==> src/design/lkd_pkg.sv <==
`timescale 1ns / 1ps

package lkd_pkg;

  // sizing
  localparam int LINE_COUNT      = 8;
  localparam int LEVEL_COUNT     = 4;
  localparam int TOP_LEVEL_KEYS  = 3;
  localparam int KEY_SLOTS       = LEVEL_COUNT * LINE_COUNT;
  localparam int LKD_QUEUE_DEPTH = 2;

  typedef logic [4:0] key_t;
  typedef logic [9:0] sample_t;

  // no key pressed
  localparam key_t KEY_NONE = 5'd27;

  // register reset values
  localparam sample_t    LEVEL_ONE_RST      = 10'd830;
  localparam sample_t    LEVEL_TWO_RST      = 10'd512;
  localparam sample_t    LEVEL_THREE_RST    = 10'd326;
  localparam sample_t    LEVEL_FOUR_RST     = 10'd14;
  localparam logic [8:0] TOLERANCE_RST      = 9'd50;
  localparam logic [2:0] OCTAVE_BASE_RST    = 3'd3;
  localparam logic [6:0] PRESS_VELOCITY_RST = 7'd127;
  localparam logic [4:0] MIDI_CHAN_RST      = 5'd1;

  // register indexes on the config port
  typedef enum logic [2:0] {
    REG_LEVEL_ONE,
    REG_LEVEL_TWO,
    REG_LEVEL_THREE,
    REG_LEVEL_FOUR,
    REG_TOLERANCE,
    REG_OCTAVE_BASE,
    REG_PRESS_VELOCITY,
    REG_MIDI_CHAN
  } reg_index_t;

  typedef struct packed {
    sample_t [LEVEL_COUNT-1:0] level;
    logic [8:0]                tolerance;
    logic [2:0]                octave_base;
    logic [6:0]                press_velocity;
    logic [4:0]                midi_chan;
  } cfg_t;

  // one key change, as queued between front and back
  typedef struct packed {
    key_t old_key;
    key_t new_key;
  } note_cmd_t;

  typedef struct packed {
    logic      valid;
    note_cmd_t cmd;
  } q_push_t;

  typedef struct packed {
    logic full;
    logic empty;
  } q_status_t;

endpackage

==> src/design/lkd_ifs.sv <==
`timescale 1ns / 1ps

// scan of all ladder lines
interface scan_if;
  logic       valid;
  logic       ready;
  logic [9:0] sample_zero;
  logic [9:0] sample_one;
  logic [9:0] sample_two;
  logic [9:0] sample_three;
  logic [9:0] sample_four;
  logic [9:0] sample_five;
  logic [9:0] sample_six;
  logic [9:0] sample_seven;

  modport source (
    output valid, sample_zero, sample_one, sample_two, sample_three,
           sample_four, sample_five, sample_six, sample_seven,
    input  ready
  );
  modport sink (
    input  valid, sample_zero, sample_one, sample_two, sample_three,
           sample_four, sample_five, sample_six, sample_seven,
    output ready
  );
endinterface

// note event
interface event_if;
  logic       valid;
  logic       ready;
  logic       is_note_on;
  logic [6:0] note_number;
  logic [6:0] event_velocity;
  logic [4:0] event_channel;
  logic       last_event;

  modport source (
    output valid, is_note_on, note_number, event_velocity, event_channel, last_event,
    input  ready
  );
  modport sink (
    input  valid, is_note_on, note_number, event_velocity, event_channel, last_event,
    output ready
  );
endinterface

==> src/design/ladder_key_decode_note_events_core.sv <==
`timescale 1ns / 1ps

// channel   dir  handshake        payload
// scan      in   valid / ready    sample_zero .. sample_seven, 10 bit each
// notes     out  valid / ready    is_note_on, note_number, event_velocity,
//                                 event_channel, last_event
// apb       in   psel / penable   paddr[4:0], pwdata, prdata (32 bit)
//
// a scan is taken whenever the change queue has room; a scan that leaves
// the key unchanged pushes nothing into the queue
// the back end sends one event per cycle from its output register while
// notes.ready is high; a change from one key to another gives two events
// rst is synchronous, active high: registers return to defaults, no key held
// a stalled notes channel fills the queue, then scan.ready drops

module ladder_key_decode_note_events_core
  import lkd_pkg::*;
#(
  parameter int QUEUE_DEPTH = LKD_QUEUE_DEPTH
) (
  input  logic        clk,
  input  logic        rst,
  input  logic        psel,
  input  logic        penable,
  input  logic        pwrite,
  input  logic [4:0]  paddr,
  input  logic [31:0] pwdata,
  output logic [31:0] prdata,
  output logic        pready,
  scan_if.sink        scan,
  event_if.source     notes
);

  cfg_t       cfg;
  reg_index_t reg_idx;
  logic       cfg_write;
  q_push_t    q_push;
  q_status_t  q_stat;
  note_cmd_t  q_head;
  logic       q_pop;

  // register file
  assign pready    = 1'b1;
  assign reg_idx   = reg_index_t'(paddr[4:2]);
  assign cfg_write = psel && penable && pwrite && pready;

  always_ff @(posedge clk) begin
    if (rst) begin
      cfg.level[0]       <= LEVEL_ONE_RST;
      cfg.level[1]       <= LEVEL_TWO_RST;
      cfg.level[2]       <= LEVEL_THREE_RST;
      cfg.level[3]       <= LEVEL_FOUR_RST;
      cfg.tolerance      <= TOLERANCE_RST;
      cfg.octave_base    <= OCTAVE_BASE_RST;
      cfg.press_velocity <= PRESS_VELOCITY_RST;
      cfg.midi_chan      <= MIDI_CHAN_RST;
    end else if (cfg_write) begin
      case (reg_idx)
        REG_LEVEL_ONE:      cfg.level[0]       <= pwdata[9:0];
        REG_LEVEL_TWO:      cfg.level[1]       <= pwdata[9:0];
        REG_LEVEL_THREE:    cfg.level[2]       <= pwdata[9:0];
        REG_LEVEL_FOUR:     cfg.level[3]       <= pwdata[9:0];
        REG_TOLERANCE:      cfg.tolerance      <= pwdata[8:0];
        REG_OCTAVE_BASE:    cfg.octave_base    <= pwdata[2:0];
        REG_PRESS_VELOCITY: cfg.press_velocity <= pwdata[6:0];
        REG_MIDI_CHAN:      cfg.midi_chan      <= pwdata[4:0];
        default: ;
      endcase
    end
  end

  // read back
  always_comb begin
    case (reg_idx)
      REG_LEVEL_ONE:      prdata = 32'(cfg.level[0]);
      REG_LEVEL_TWO:      prdata = 32'(cfg.level[1]);
      REG_LEVEL_THREE:    prdata = 32'(cfg.level[2]);
      REG_LEVEL_FOUR:     prdata = 32'(cfg.level[3]);
      REG_TOLERANCE:      prdata = 32'(cfg.tolerance);
      REG_OCTAVE_BASE:    prdata = 32'(cfg.octave_base);
      REG_PRESS_VELOCITY: prdata = 32'(cfg.press_velocity);
      REG_MIDI_CHAN:      prdata = 32'(cfg.midi_chan);
      default:            prdata = '0;
    endcase
  end

  // decode scans into key changes
  lkd_front u_front (
    .clk    (clk),
    .rst    (rst),
    .scan   (scan),
    .cfg    (cfg),
    .q_full (q_stat.full),
    .q_push (q_push)
  );

  // key change queue
  lkd_queue #(
    .DEPTH (QUEUE_DEPTH)
  ) u_queue (
    .clk    (clk),
    .rst    (rst),
    .push   (q_push),
    .pop    (q_pop),
    .head   (q_head),
    .status (q_stat)
  );

  // turn key changes into note events
  lkd_back u_back (
    .clk     (clk),
    .rst     (rst),
    .cfg     (cfg),
    .head    (q_head),
    .q_empty (q_stat.empty),
    .pop     (q_pop),
    .notes   (notes)
  );

  // queued changes always move between two different keys
  a_change_differs : assert property (@(posedge clk) disable iff (rst)
    q_push.valid |-> (q_push.cmd.old_key != q_push.cmd.new_key))
    else $error("queued key change without a change");

  // nothing is pushed into a full queue
  a_no_overflow : assert property (@(posedge clk) disable iff (rst)
    q_push.valid |-> !q_stat.full)
    else $error("push into full change queue");

  // a note-on always closes the scan
  a_on_is_last : assert property (@(posedge clk) disable iff (rst)
    (notes.valid && notes.is_note_on) |-> notes.last_event)
    else $error("note-on not marked as last event");

  // a note-off carries zero velocity
  a_off_velocity : assert property (@(posedge clk) disable iff (rst)
    (notes.valid && !notes.is_note_on) |-> (notes.event_velocity == 7'd0))
    else $error("note-off with nonzero velocity");

endmodule

==> src/design/lkd_front.sv <==
`timescale 1ns / 1ps

module lkd_front
  import lkd_pkg::*;
(
  input  logic      clk,
  input  logic      rst,
  scan_if.sink      scan,
  input  cfg_t      cfg,
  input  logic      q_full,
  output q_push_t   q_push
);

  sample_t                samples [LINE_COUNT];
  logic [KEY_SLOTS-1:0]   hit;
  key_t                   found;
  key_t                   held_key;
  logic                   accept;

  // signed inclusive window, bounds not wrapped
  function automatic logic in_window(sample_t s, sample_t lvl, logic [8:0] tol);
    logic signed [11:0] sv;
    logic signed [11:0] lo;
    logic signed [11:0] hi;
    sv = $signed({2'b00, s});
    lo = $signed({2'b00, lvl}) - $signed({3'b000, tol});
    hi = $signed({2'b00, lvl}) + $signed({3'b000, tol});
    return (sv >= lo) && (sv <= hi);
  endfunction

  assign samples[0] = scan.sample_zero;
  assign samples[1] = scan.sample_one;
  assign samples[2] = scan.sample_two;
  assign samples[3] = scan.sample_three;
  assign samples[4] = scan.sample_four;
  assign samples[5] = scan.sample_five;
  assign samples[6] = scan.sample_six;
  assign samples[7] = scan.sample_seven;

  // window match per key slot; top level has only its first lines as keys
  for (genvar lv = 0; lv < LEVEL_COUNT; lv++) begin : g_level
    for (genvar ln = 0; ln < LINE_COUNT; ln++) begin : g_line
      if (lv == LEVEL_COUNT - 1 && ln >= TOP_LEVEL_KEYS) begin : g_unused
        assign hit[lv*LINE_COUNT+ln] = 1'b0;
      end else begin : g_key
        assign hit[lv*LINE_COUNT+ln] = in_window(samples[ln], cfg.level[lv], cfg.tolerance);
      end
    end
  end

  // highest matching key wins
  always_comb begin
    found = KEY_NONE;
    for (int i = 0; i < KEY_SLOTS; i++) begin
      if (hit[i]) found = key_t'(i);
    end
  end

  // accept while the queue has room, queue only key changes
  assign scan.ready    = !q_full;
  assign accept        = scan.valid && scan.ready;
  assign q_push.valid  = accept && (found != held_key);
  assign q_push.cmd    = '{old_key: held_key, new_key: found};

  // held key
  always_ff @(posedge clk) begin
    if (rst) begin
      held_key <= KEY_NONE;
    end else if (accept) begin
      held_key <= found;
    end
  end

endmodule

==> src/design/lkd_queue.sv <==
`timescale 1ns / 1ps

module lkd_queue
  import lkd_pkg::*;
#(
  parameter int DEPTH = LKD_QUEUE_DEPTH
) (
  input  logic      clk,
  input  logic      rst,
  input  q_push_t   push,
  input  logic      pop,
  output note_cmd_t head,
  output q_status_t status
);

  localparam int PTR_W = (DEPTH > 1) ? $clog2(DEPTH) : 1;
  localparam int CNT_W = $clog2(DEPTH + 1);

  note_cmd_t        entries [DEPTH];
  logic [PTR_W-1:0] wr_ptr;
  logic [PTR_W-1:0] rd_ptr;
  logic [CNT_W-1:0] count;
  logic             do_push;
  logic             do_pop;

  assign status.full  = (count == CNT_W'(DEPTH));
  assign status.empty = (count == '0);
  assign do_push      = push.valid && !status.full;
  assign do_pop       = pop && !status.empty;
  assign head         = entries[rd_ptr];

  // storage
  always_ff @(posedge clk) begin
    if (do_push) begin
      entries[wr_ptr] <= push.cmd;
    end
  end

  // pointers and fill level
  always_ff @(posedge clk) begin
    if (rst) begin
      wr_ptr <= '0;
      rd_ptr <= '0;
      count  <= '0;
    end else begin
      if (do_push) begin
        wr_ptr <= (wr_ptr == PTR_W'(DEPTH - 1)) ? '0 : wr_ptr + 1'b1;
      end
      if (do_pop) begin
        rd_ptr <= (rd_ptr == PTR_W'(DEPTH - 1)) ? '0 : rd_ptr + 1'b1;
      end
      if (do_push && !do_pop) begin
        count <= count + 1'b1;
      end else if (do_pop && !do_push) begin
        count <= count - 1'b1;
      end
    end
  end

endmodule

==> src/design/lkd_back.sv <==
`timescale 1ns / 1ps

module lkd_back
  import lkd_pkg::*;
(
  input  logic      clk,
  input  logic      rst,
  input  cfg_t      cfg,
  input  note_cmd_t head,
  input  logic      q_empty,
  output logic      pop,
  event_if.source   notes
);

  logic       off_done;
  logic       off_done_next;
  logic       load;
  logic       emit_off;
  logic       ev_on;
  key_t       ev_key;
  logic       ev_last;
  logic [6:0] note_sum;

  // a change is queued and the output register is free or being emptied
  assign load = !q_empty && (!notes.valid || notes.ready);

  // note-off for the old key first, if any, then note-on for the new one, if any
  always_comb begin
    emit_off      = !off_done && (head.old_key != KEY_NONE);
    ev_on         = !emit_off;
    ev_key        = emit_off ? head.old_key : head.new_key;
    ev_last       = emit_off ? (head.new_key == KEY_NONE) : 1'b1;
    pop           = load && ev_last;
    off_done_next = off_done;
    if (load) off_done_next = !ev_last;
  end

  // octave * 12 + key, kept to seven bits
  assign note_sum = 7'({ cfg.octave_base, 3'b000 }) + 7'({ cfg.octave_base, 2'b00 })
                  + 7'(ev_key);

  // phase within one queued change
  always_ff @(posedge clk) begin
    if (rst) begin
      off_done <= 1'b0;
    end else begin
      off_done <= off_done_next;
    end
  end

  // output register
  always_ff @(posedge clk) begin
    if (rst) begin
      notes.valid <= 1'b0;
    end else if (load) begin
      notes.valid <= 1'b1;
    end else if (notes.ready) begin
      notes.valid <= 1'b0;
    end
  end

  always_ff @(posedge clk) begin
    if (load) begin
      notes.is_note_on     <= ev_on;
      notes.note_number    <= note_sum;
      notes.event_velocity <= ev_on ? cfg.press_velocity : 7'd0;
      notes.event_channel  <= cfg.midi_chan;
      notes.last_event     <= ev_last;
    end
  end

endmodule
==> src/flat_wrapper.sv <==
// flat-port wrapper written by rule: the top's interface ports become plain ports
module ladder_key_decode_note_events_core_flat import lkd_pkg::*;
#(
  parameter int QUEUE_DEPTH = LKD_QUEUE_DEPTH
)
  (clk, rst, psel, penable, pwrite, paddr, pwdata, prdata, pready, scan_valid, scan_sample_zero, scan_sample_one, scan_sample_two, scan_sample_three, scan_sample_four, scan_sample_five, scan_sample_six, scan_sample_seven, scan_ready, notes_valid, notes_is_note_on, notes_note_number, notes_event_velocity, notes_event_channel, notes_last_event, notes_ready);
  scan_if scan_i ();
  event_if notes_i ();
  input  logic clk;
  input  logic rst;
  input  logic psel;
  input  logic penable;
  input  logic pwrite;
  input  logic [4:0] paddr;
  input  logic [31:0] pwdata;
  output logic [31:0] prdata;
  output logic pready;
  input wire logic [$bits(scan_i.valid)-1:0] scan_valid;
  input wire logic [$bits(scan_i.sample_zero)-1:0] scan_sample_zero;
  input wire logic [$bits(scan_i.sample_one)-1:0] scan_sample_one;
  input wire logic [$bits(scan_i.sample_two)-1:0] scan_sample_two;
  input wire logic [$bits(scan_i.sample_three)-1:0] scan_sample_three;
  input wire logic [$bits(scan_i.sample_four)-1:0] scan_sample_four;
  input wire logic [$bits(scan_i.sample_five)-1:0] scan_sample_five;
  input wire logic [$bits(scan_i.sample_six)-1:0] scan_sample_six;
  input wire logic [$bits(scan_i.sample_seven)-1:0] scan_sample_seven;
  output wire logic [$bits(scan_i.ready)-1:0] scan_ready;
  output wire logic [$bits(notes_i.valid)-1:0] notes_valid;
  output wire logic [$bits(notes_i.is_note_on)-1:0] notes_is_note_on;
  output wire logic [$bits(notes_i.note_number)-1:0] notes_note_number;
  output wire logic [$bits(notes_i.event_velocity)-1:0] notes_event_velocity;
  output wire logic [$bits(notes_i.event_channel)-1:0] notes_event_channel;
  output wire logic [$bits(notes_i.last_event)-1:0] notes_last_event;
  input wire logic [$bits(notes_i.ready)-1:0] notes_ready;
  assign scan_i.valid = scan_valid;
  assign scan_i.sample_zero = scan_sample_zero;
  assign scan_i.sample_one = scan_sample_one;
  assign scan_i.sample_two = scan_sample_two;
  assign scan_i.sample_three = scan_sample_three;
  assign scan_i.sample_four = scan_sample_four;
  assign scan_i.sample_five = scan_sample_five;
  assign scan_i.sample_six = scan_sample_six;
  assign scan_i.sample_seven = scan_sample_seven;
  assign scan_ready = scan_i.ready;
  assign notes_valid = notes_i.valid;
  assign notes_is_note_on = notes_i.is_note_on;
  assign notes_note_number = notes_i.note_number;
  assign notes_event_velocity = notes_i.event_velocity;
  assign notes_event_channel = notes_i.event_channel;
  assign notes_last_event = notes_i.last_event;
  assign notes_i.ready = notes_ready;
  ladder_key_decode_note_events_core #(.QUEUE_DEPTH(QUEUE_DEPTH)) u_core (.clk(clk), .rst(rst), .psel(psel), .penable(penable), .pwrite(pwrite), .paddr(paddr), .pwdata(pwdata), .prdata(prdata), .pready(pready), .scan(scan_i), .notes(notes_i));
endmodule
==> config.mk <==
export PLATFORM = sky130hd
export DESIGN_NAME = ladder_key_decode_note_events_core_flat
export DESIGN_NICKNAME = d
export VERILOG_FILES = /design/src/design/lkd_pkg.sv /design/src/design/lkd_ifs.sv /design/src/design/ladder_key_decode_note_events_core.sv /design/src/design/lkd_front.sv /design/src/design/lkd_queue.sv /design/src/design/lkd_back.sv /design/src/flat_wrapper.sv
export SDC_FILE = /design/constraint.sdc
export NUM_CORES = 1
export LEC_CHECK = 0
export BUFFER_PORTS_ARGS = -buffer_cell sky130_fd_sc_hd__buf_2
export CORE_AREA = 8 8 249 251
export CTS_CLUSTER_DIAMETER = 60
export DETAILED_ROUTE_END_ITERATION = 10
export DIE_AREA = 0 0 257 259
export GPL_ROUTABILITY_DRIVEN = 1
export PLACE_DENSITY_LB_ADDON = 0.1
export SLEW_MARGIN = 5
export SYNTH_ARGS = -nofsm -noshare
export SYNTH_HDL_FRONTEND = slang
export SYNTH_SLANG_ARGS = --single-unit
==> constraint.sdc <==
create_clock -name clk -period 18.1 [get_ports clk]
set_clock_uncertainty 0.2 [all_clocks]
set_input_delay 0.905 -clock clk [delete_from_list [all_inputs] [get_ports clk]]
set_output_delay 0.905 -clock clk [all_outputs]
set_load 0.005 [all_outputs]
==> flow_metrics.py, run 1 <==
metrics = {
    "status": {
        "status": "finished, final reports clean",
    },
    "timing": {
        "drv_slew": 0,
        "layout_min_cycle_time_ns": 9.027,
        "fin_setup_tns_ns": 0,
        "post-route-period-util_pct": 49.87,
        "setup_viol": 0,
        "hold_viol": 0,
        "max_freq_mhz": 110.8,
        "hold_slack_ns": 0.2803,
        "max_slew_margin_pct": 16.46,
        "rsz0062_at_grt": "false",
        "worst_pin_slew_ns": 1.251,
    },
    "grt": {
        "grt_pass1_vias": 19770,
        "grt_first_pass_wirelength_mm": 130.7,
        "grt_overflow": 0,
        "grt_antenna_before_repair": 0,
        "grt_usage_pct": 25.92,
        "grt_max_degree": 78,
    },
    "critical_path": {
        "critical_path_peak_fanout": 10,
        "cp-end-kind": "flop",
        "critPathMaxStageDelay_ns": 0.86,
        "path_class": "flop to flop",
        "arrival_ns": 9.16,
        "crit_required_ns": 18.23,
        "cpMaxStageDelayCell": "xor2_2",
        "start_kind": "flop",
        "cp_num_buf_inv": 2,
        "cp_top_family": "compound AO/OA/AOI/OAI gates",
    },
    "routing": {
        "drc": 0,
        "viasPerCell": 6.040,
        "post_drt_wl_per_cell_um": 26.38,
        "postRouteAntennaNets": 0,
        "drtIter0Drc": 1517,
        "totalWireLength_mm": 90.10,
        "vias": 20630,
        "first_pass_iters": 7,
    },
    "cts": {
        "cts_hold_buf": 0,
        "postCtsSetupBuffers": 0,
        "cts_sinks": 117,
        "clock_latency_ns": 0.41,
        "cts_resized": 0,
        "cts_buffers": 17,
        "h-tree-depth": 4,
        "clk_transition_reported_paths_ns": 0.05,
        "clock-root-buffer": "clkbuf_16",
        "cts_max_path_buffers": 2,
        "tritoncts": "done",
    },
    "floorplan": {
        "io_pins": 180,
        "fp.dieW_um": 257,
        "design.core.area_sq_mm": 0.05824,
        "rows": 89,
        "dieArea_sq_mm": 0.06656,
        "die-height_um": 259,
        "initial_core_util_pct": 36.35,
    },
    "logic_synthesis": {
        "async_flop_share_pct": 0,
        "ys_types": 99,
        "synthCells": 2489,
        "yosys_warnings": 0,
        "synth_edf_count": 41,
        "yosysSeqAreaShare_pct": 13.00,
        "synthFlopType": "dfxtp_1",
        "avgSynthCellArea_sq_um": 8.506,
        "syn_area_sq_mm": 0.02117,
        "ys_seq_elements": 117,
    },
    "placement": {
        "port_buffers": 132,
        "numPlacedInstances": 3385,
        "hpwl_mm": 68.27,
        "place_congestion": 1.002,
    },
    "power": {
        "ir_drop_uv": 61.37,
        "power_leakage_uw": 0.01075,
        "power_density_mw_per_mm2": 53.32,
    },
    "finish": {
        "syn_to_final_growth_pct": 11.28,
        "nets": 3335,
        "utilization_pct": 40.45,
        "drive_above_1_share_pct": 11.54,
        "antenna-diode-count": 0,
        "stdcell_count": 3416,
    },
    "min_path": {
        "hold_class": "flop to flop",
    },
    "run": {
        "maxCapViolCount": 0,
    },
}
[power by group]
group | internal [uW] | switching, uW | leakage (uW) | total [uW]
clock | 217 | 119 | 0.000289 | 336
sequential | 334 | 24.0 | 0.000992 | 358
combinational | 223 | 339 | 0.00947 | 562
total | 774 | 482 | 0.0108 | 1260
[per-stage QoR]
stage / power, uW / area, sq um / worst slack (ns)
floorplan: 707.1 / 21250 / 11.16
CTS: 1258 / 23560 / 9.120
finish: 1256 / 23560 / 9.073
global route: 1341 / 23560 / 8.722
global placement: 901.7 / 22980 / 9.295
detailed placement: 920.2 / 22980 / 9.176
[cell usage after synthesis, types with 19 or more instances]
| cell | count | area (sq um) |
|---|---|---|
| a211o_1 | 46 | 402.9 |
| and2_1 | 19 | 118.9 |
| nand3_1 | 60 | 300.3 |
| a211oi_1 | 35 | 262.8 |
| nor2b_1 | 55 | 344.1 |
| o21ai_0 | 134 | 670.6 |
| nand4_1 | 29 | 181.4 |
| clkbuf_1 | 39 | 146.4 |
| mux2i_1 | 33 | 330.3 |
| nor3_1 | 40 | 200.2 |
| buf_4 | 24 | 180.2 |
| inv_1 | 113 | 424.2 |
| a21oi_1 | 195 | 975.9 |
| dfxtp_1 | 76 | 1521 |
| a31oi_1 | 29 | 181.4 |
| ha_1 | 569 | 7119 |
| nand2b_1 | 67 | 419.2 |
| o211ai_1 | 35 | 262.8 |
| or3_1 | 23 | 143.9 |
| edfxtp_1 | 41 | 1231 |
| nand2_1 | 149 | 559.3 |
| nor2_1 | 156 | 585.6 |
| a21o_1 | 64 | 480.5 |
| o21a_1 | 47 | 352.8 |
| xnor2_1 | 46 | 402.9 |
[logic make-up after synthesis]
group,after synthesis,share of synthesized area [%]
AO/OA/AOI/OAI,784,25.48
adder cells (fa/ha/maj),592,35.26
XOR/XNOR,61,2.524
other,2,0.03547
flip-flops,117,13.00
buffers and inverters,198,4.090
AND/OR/NAND/NOR,687,16.61
multiplexers,48,2.996
[cells in the final DEF, fill, tap and decap left out, types with 46 or more instances in the layout]
cell,n
nand2_1,149
buf_4,55
a211o_1,46
nand2b_1,67
inv_1,113
o21ai_0,134
a21oi_1,195
a21o_1,64
ha_1,569
o21a_1,47
dfxtp_1,76
buf_2,132
nor2_1,156
nand3_1,60
nor2b_1,55
[per-layer routing]
layer,routed length [um],share of wire [%],global-route usage (%),up-vias
li1,-,-,-,9790
met1,40230,45,34.02,10040
met2,41790,46,43.48,672
met3,4973,5.5,3.683,129
met4,3109,3.5,8.358,0
met5,0,0,0,-
[area by class of cell]
class	count	area, sq um
Sequential cell	117	2753
Multi-Input combinational cell	2195	17760
Inverter	113	424.2
Timing Repair Buffer	187	1074
Tap cell	773	967.2
Fill cell	5864	34680
Clock inverter	12	136.4
Clock buffer	19	442.9
[worst register-to-register path, delay by kind of cell (launching register included)]
kind	cells	cell delay [ns]
AOI/OAI and AO/OA	15	3.74
and+or+nand+nor	10	1.93
adders and majority gates	3	1.02
xor gates and xnor gates	1	0.86
DFF	1	0.68
buffers and inverters	2	0.53
[final timing paths]
check / from / end / slack (ns) / depth (start not counted)
setup / recovery: u_core.cfg[16] / u_core.u_queue.count[1] / 9.07 / 31
setup reg to reg: u_core.cfg[16] / u_core.u_queue.count[1] / 9.07 / 31
hold reg to reg: u_core.cfg[4] / u_core.u_back.notes.event_channel[4] / 0.28 / 0
hold / removal: u_core.cfg[4] / u_core.u_back.notes.event_channel[4] / 0.28 / 0
[state kept, by name (all words and copies together), names as in the netlist, named ones only]
name / count
u_core.u_front.held_key: 5
u_core.u_back.notes.last_event: 1
u_core.u_back.notes.is_note_on: 1
u_core.u_queue.rd_ptr: 1
u_core.cfg: 64
u_core.u_queue.count: 2
u_core.u_back.off_done: 1
u_core.u_back.notes.event_channel: 5
u_core.u_queue.entries: 20
u_core.u_back.notes.note_number: 7
u_core.u_back.notes.valid: 1
u_core.u_back.notes.event_velocity: 7
u_core.u_queue.wr_ptr: 1
No activity file was read; power rests on OpenSTA's default activity.
==> inputs of run 2 (changes only) <==
--- a/config.mk
+++ b/config.mk
@@ -5,11 +5,12 @@
 export SDC_FILE = /design/constraint.sdc
 export NUM_CORES = 1
 export LEC_CHECK = 0
+export ABC_AREA = 1
 export BUFFER_PORTS_ARGS = -buffer_cell sky130_fd_sc_hd__buf_2
-export CORE_AREA = 8 8 249 251
+export CORE_AREA = 8 8 240 242
 export CTS_CLUSTER_DIAMETER = 60
 export DETAILED_ROUTE_END_ITERATION = 10
-export DIE_AREA = 0 0 257 259
+export DIE_AREA = 0 0 248 250
 export GPL_ROUTABILITY_DRIVEN = 1
 export PLACE_DENSITY_LB_ADDON = 0.1
 export SLEW_MARGIN = 5
==> constraint.sdc (replaced) <==
create_clock -name clk -period 7.8 [get_ports clk]
set_clock_uncertainty 0.2 [all_clocks]
set_input_delay 0.39 -clock clk [delete_from_list [all_inputs] [get_ports clk]]
set_output_delay 0.39 -clock clk [all_outputs]
set_load 0.005 [all_outputs]
==> run 2 against run 1 <==
Against the previous run: first-iteration DRC count shrank 22%; setup slack got worse by 8.4 ns; cell count increased by 0.76%; via count down 4.9%; utilization up 0.62 points; flip-flop and latch count stayed put; non-clock buffer count up 2; sequential share of layout area is 0.84 points higher; area after synthesis decreased by 7.3%; largest power group unchanged.
==> flow_metrics.py, run 2 <==
metrics = {
    "floorplan": {
        "fp.dieW_um": 248,
        "initial_core_util_pct": 36.67,
        "io_pins": 180,
        "dieArea_sq_mm": 0.06200,
        "rows": 85,
        "die-height_um": 250,
        "design.core.area_sq_mm": 0.05350,
    },
    "cts": {
        "clock_latency_ns": 0.42,
        "cts_resized": 0,
        "tritoncts": "done",
        "cts_max_path_buffers": 2,
        "clock-root-buffer": "clkbuf_16",
        "postCtsSetupBuffers": 0,
        "h-tree-depth": 4,
        "cts_buffers": 17,
        "clk_transition_reported_paths_ns": 0.06,
        "cts_hold_buf": 0,
        "cts_sinks": 117,
    },
    "power": {
        "power_uw": 2881,
        "ir_drop_uv": 143.5,
        "power_density_mw_per_mm2": 131.1,
        "power_leakage_uw": 0.01142,
    },
    "routing": {
        "post_drt_wl_per_cell_um": 23.42,
        "viasPerCell": 5.700,
        "vias": 19620,
        "postRouteAntennaNets": 0,
        "drtIter0Drc": 1178,
        "drc": 0,
        "first_pass_iters": 7,
        "totalWireLength_mm": 80.61,
    },
    "critical_path": {
        "cp-end-kind": "flop",
        "cpMaxStageDelayCell": "xor2_1",
        "crit_path_frequent_cell": "nand2_1",
        "critical_path_peak_fanout": 10,
        "crit_required_ns": 7.64,
        "path_class": "flop to flop",
        "reg2reg_slack_ns": 0.67,
        "arrival_ns": 6.97,
        "critPathMaxStageDelay_ns": 0.90,
        "r2r-start": "u_core.cfg[17]",
        "start_kind": "flop",
        "startpoint": "u_core.cfg[17]",
    },
    "grt": {
        "grt_usage_pct": 25.19,
        "grt_max_degree": 51,
        "grt_antenna_before_repair": 0,
        "met2_usage_pct": 41.46,
        "top_usage_layer": "met2",
        "grt_first_pass_wirelength_mm": 117.4,
        "grtUsageMet3_pct": 2.510,
        "grt_overflow": 0,
        "grt_pass1_vias": 18500,
        "met1_usage_pct": 33.79,
    },
    "status": {
        "status": "finished, final reports clean",
    },
    "finish": {
        "design_area_sq_mm": 0.02197,
        "multi_input_area_sq_mm": 0.01558,
        "regMostFlops": "u_core.cfg",
        "layout.cells.most_common_list": "ha_1 (569), nand2_1 (417), inv_1 (271), a21oi_1 (213), nor2_1 (162)",
        "syn_to_final_growth_pct": 12.02,
        "final_common_cell": "ha_1",
        "largest_reg_flops": 64,
        "regArea_sq_mm": 0.002753,
        "nets": 3437,
        "drive_above_1_share_pct": 10.34,
        "nFillCells": 5519,
        "antenna-diode-count": 0,
        "top_regs": "u_core.cfg (64), u_core.u_queue.entries (20)",
        "utilization_pct": 41.08,
    },
    "logic_synthesis": {
        "synth_area_leaders": "ha_1 (36%), nand2_1 (8.0%), dfxtp_1 (7.8%), edfxtp_1 (6.3%), a21oi_1 (5.5%)",
        "synth_edf_count": 41,
        "synth_area_leader_cell": "ha_1",
        "syn_area_sq_mm": 0.01962,
        "yosys_warnings": 0,
        "yosysSeqAreaShare_pct": 14.03,
        "avgSynthCellArea_sq_um": 7.690,
        "yosysMostFrequentCell": "ha_1",
        "ys_seq_elements": 117,
        "synth_top_cells_by_count": "ha_1 (569), nand2_1 (417), inv_1 (271)",
        "async_flop_share_pct": 0,
        "synth_top_area_share_pct": 36.29,
        "ys_types": 56,
        "synthFlopType": "dfxtp_1",
        "synthCells": 2551,
    },
    "timing": {
        "rsz0062_at_grt": "false",
        "post-route-period-util_pct": 91.39,
        "worst_pin_slew_ns": 1.260,
        "setup_viol": 0,
        "max_freq_mhz": 140.3,
        "hold_viol": 0,
        "layout_min_cycle_time_ns": 7.128,
        "fin_setup_tns_ns": 0,
        "drv_slew": 0,
        "max_slew_margin_pct": 15.32,
    },
    "placement": {
        "placed_cell_area_sq_mm": 0.02138,
        "place_congestion": 0.9314,
        "port_buffers": 132,
        "hpwl_mm": 61.68,
    },
    "min_path": {
        "hold_class": "input port to flop",
        "min-delay-start": "pwdata[2]",
    },
    "run": {
        "maxCapViolCount": 0,
    },
}
## run 2: cell count changes after synthesis, moves of 29 or more
cell      before  now
mux2i_1       33    4
nand4_1       29   69
nand2_1      149  417
inv_1        113  271
o21a_1        47    6
nor2b_1       55    0
a211o_1       46    7
a21o_1        64   23
xnor2_1       46    9
nand2b_1      67    0
xor2_1        15   57
o221ai_1      11   40
## run 2: final timing paths
check | to | depth (start not counted)
setup / recovery | u_core.u_queue.entries[0][7] | 45
hold / removal | u_core.cfg[7] | 3
setup reg to reg | u_core.u_queue.entries[0][7] | 45
hold reg to reg | flop | 1
## run 2: area by class of cell
cell class,count,share of cell area [%]
clock buffer,19,2.164
clock inverter,13,0.5352
inverter,291,4.971
multi-input combinational,2117,70.89
sequential,117,12.53
tap,696,3.963
timing repair buffer,189,4.954
## run 2: per-layer routing
| metal | wire length, um | vias to the layer above |
|---|---|---|
| met1 | 36240 | 9383 |
| met5 | 0 | - |
| li1 | - | 9514 |
| met3 | 4170 | 129 |
| met4 | 3103 | 0 |
| met2 | 37100 | 592 |
## run 2: logic make-up after synthesis
logic type / count (synthesis) / share of synthesized area (%)
simple gates: 824 / 18.45
buf+inv: 338 / 7.099
flops: 117 / 14.03
fa+ha+maj: 581 / 37.47
compound gates: 619 / 19.76
mux: 4 / 0.2041
other cells: 2 / 0.03828
xor+xnor: 66 / 2.947
## run 2: report_power, final
part           internal [uW]  leakage, uW  switching, uW
sequential               772     0.000994           44.6
combinational            465       0.0101            814
clock                    479     0.000291            307
total                   1720       0.0114           1170
## run 2: critical path: cells and delay by family, from the launching register on
kind | cells | cell delay (ns)
and+or+nand+nor | 32 | 2.65
AOI/OAI and AO/OA | 9 | 1.22
xor gates and xnor gates | 1 | 0.90
DFF | 1 | 0.55
buffers and inverters | 1 | 0.31
adders and majority gates | 2 | 0.89
## run 2: per-stage QoR
stage / worst slack (ns) / std cells / hold WS [ns]
floorplan: 2.031 / 2572 / 0.2254
global placement: 0.7935 / 3410 / 0.2441
detailed placement: 0.8268 / 3410 / 0.2572
CTS: 0.7858 / 3442 / 0.01292
global route: 0.1520 / 3442 / 0.02223
finish: 0.6718 / 3442 / 0.02045
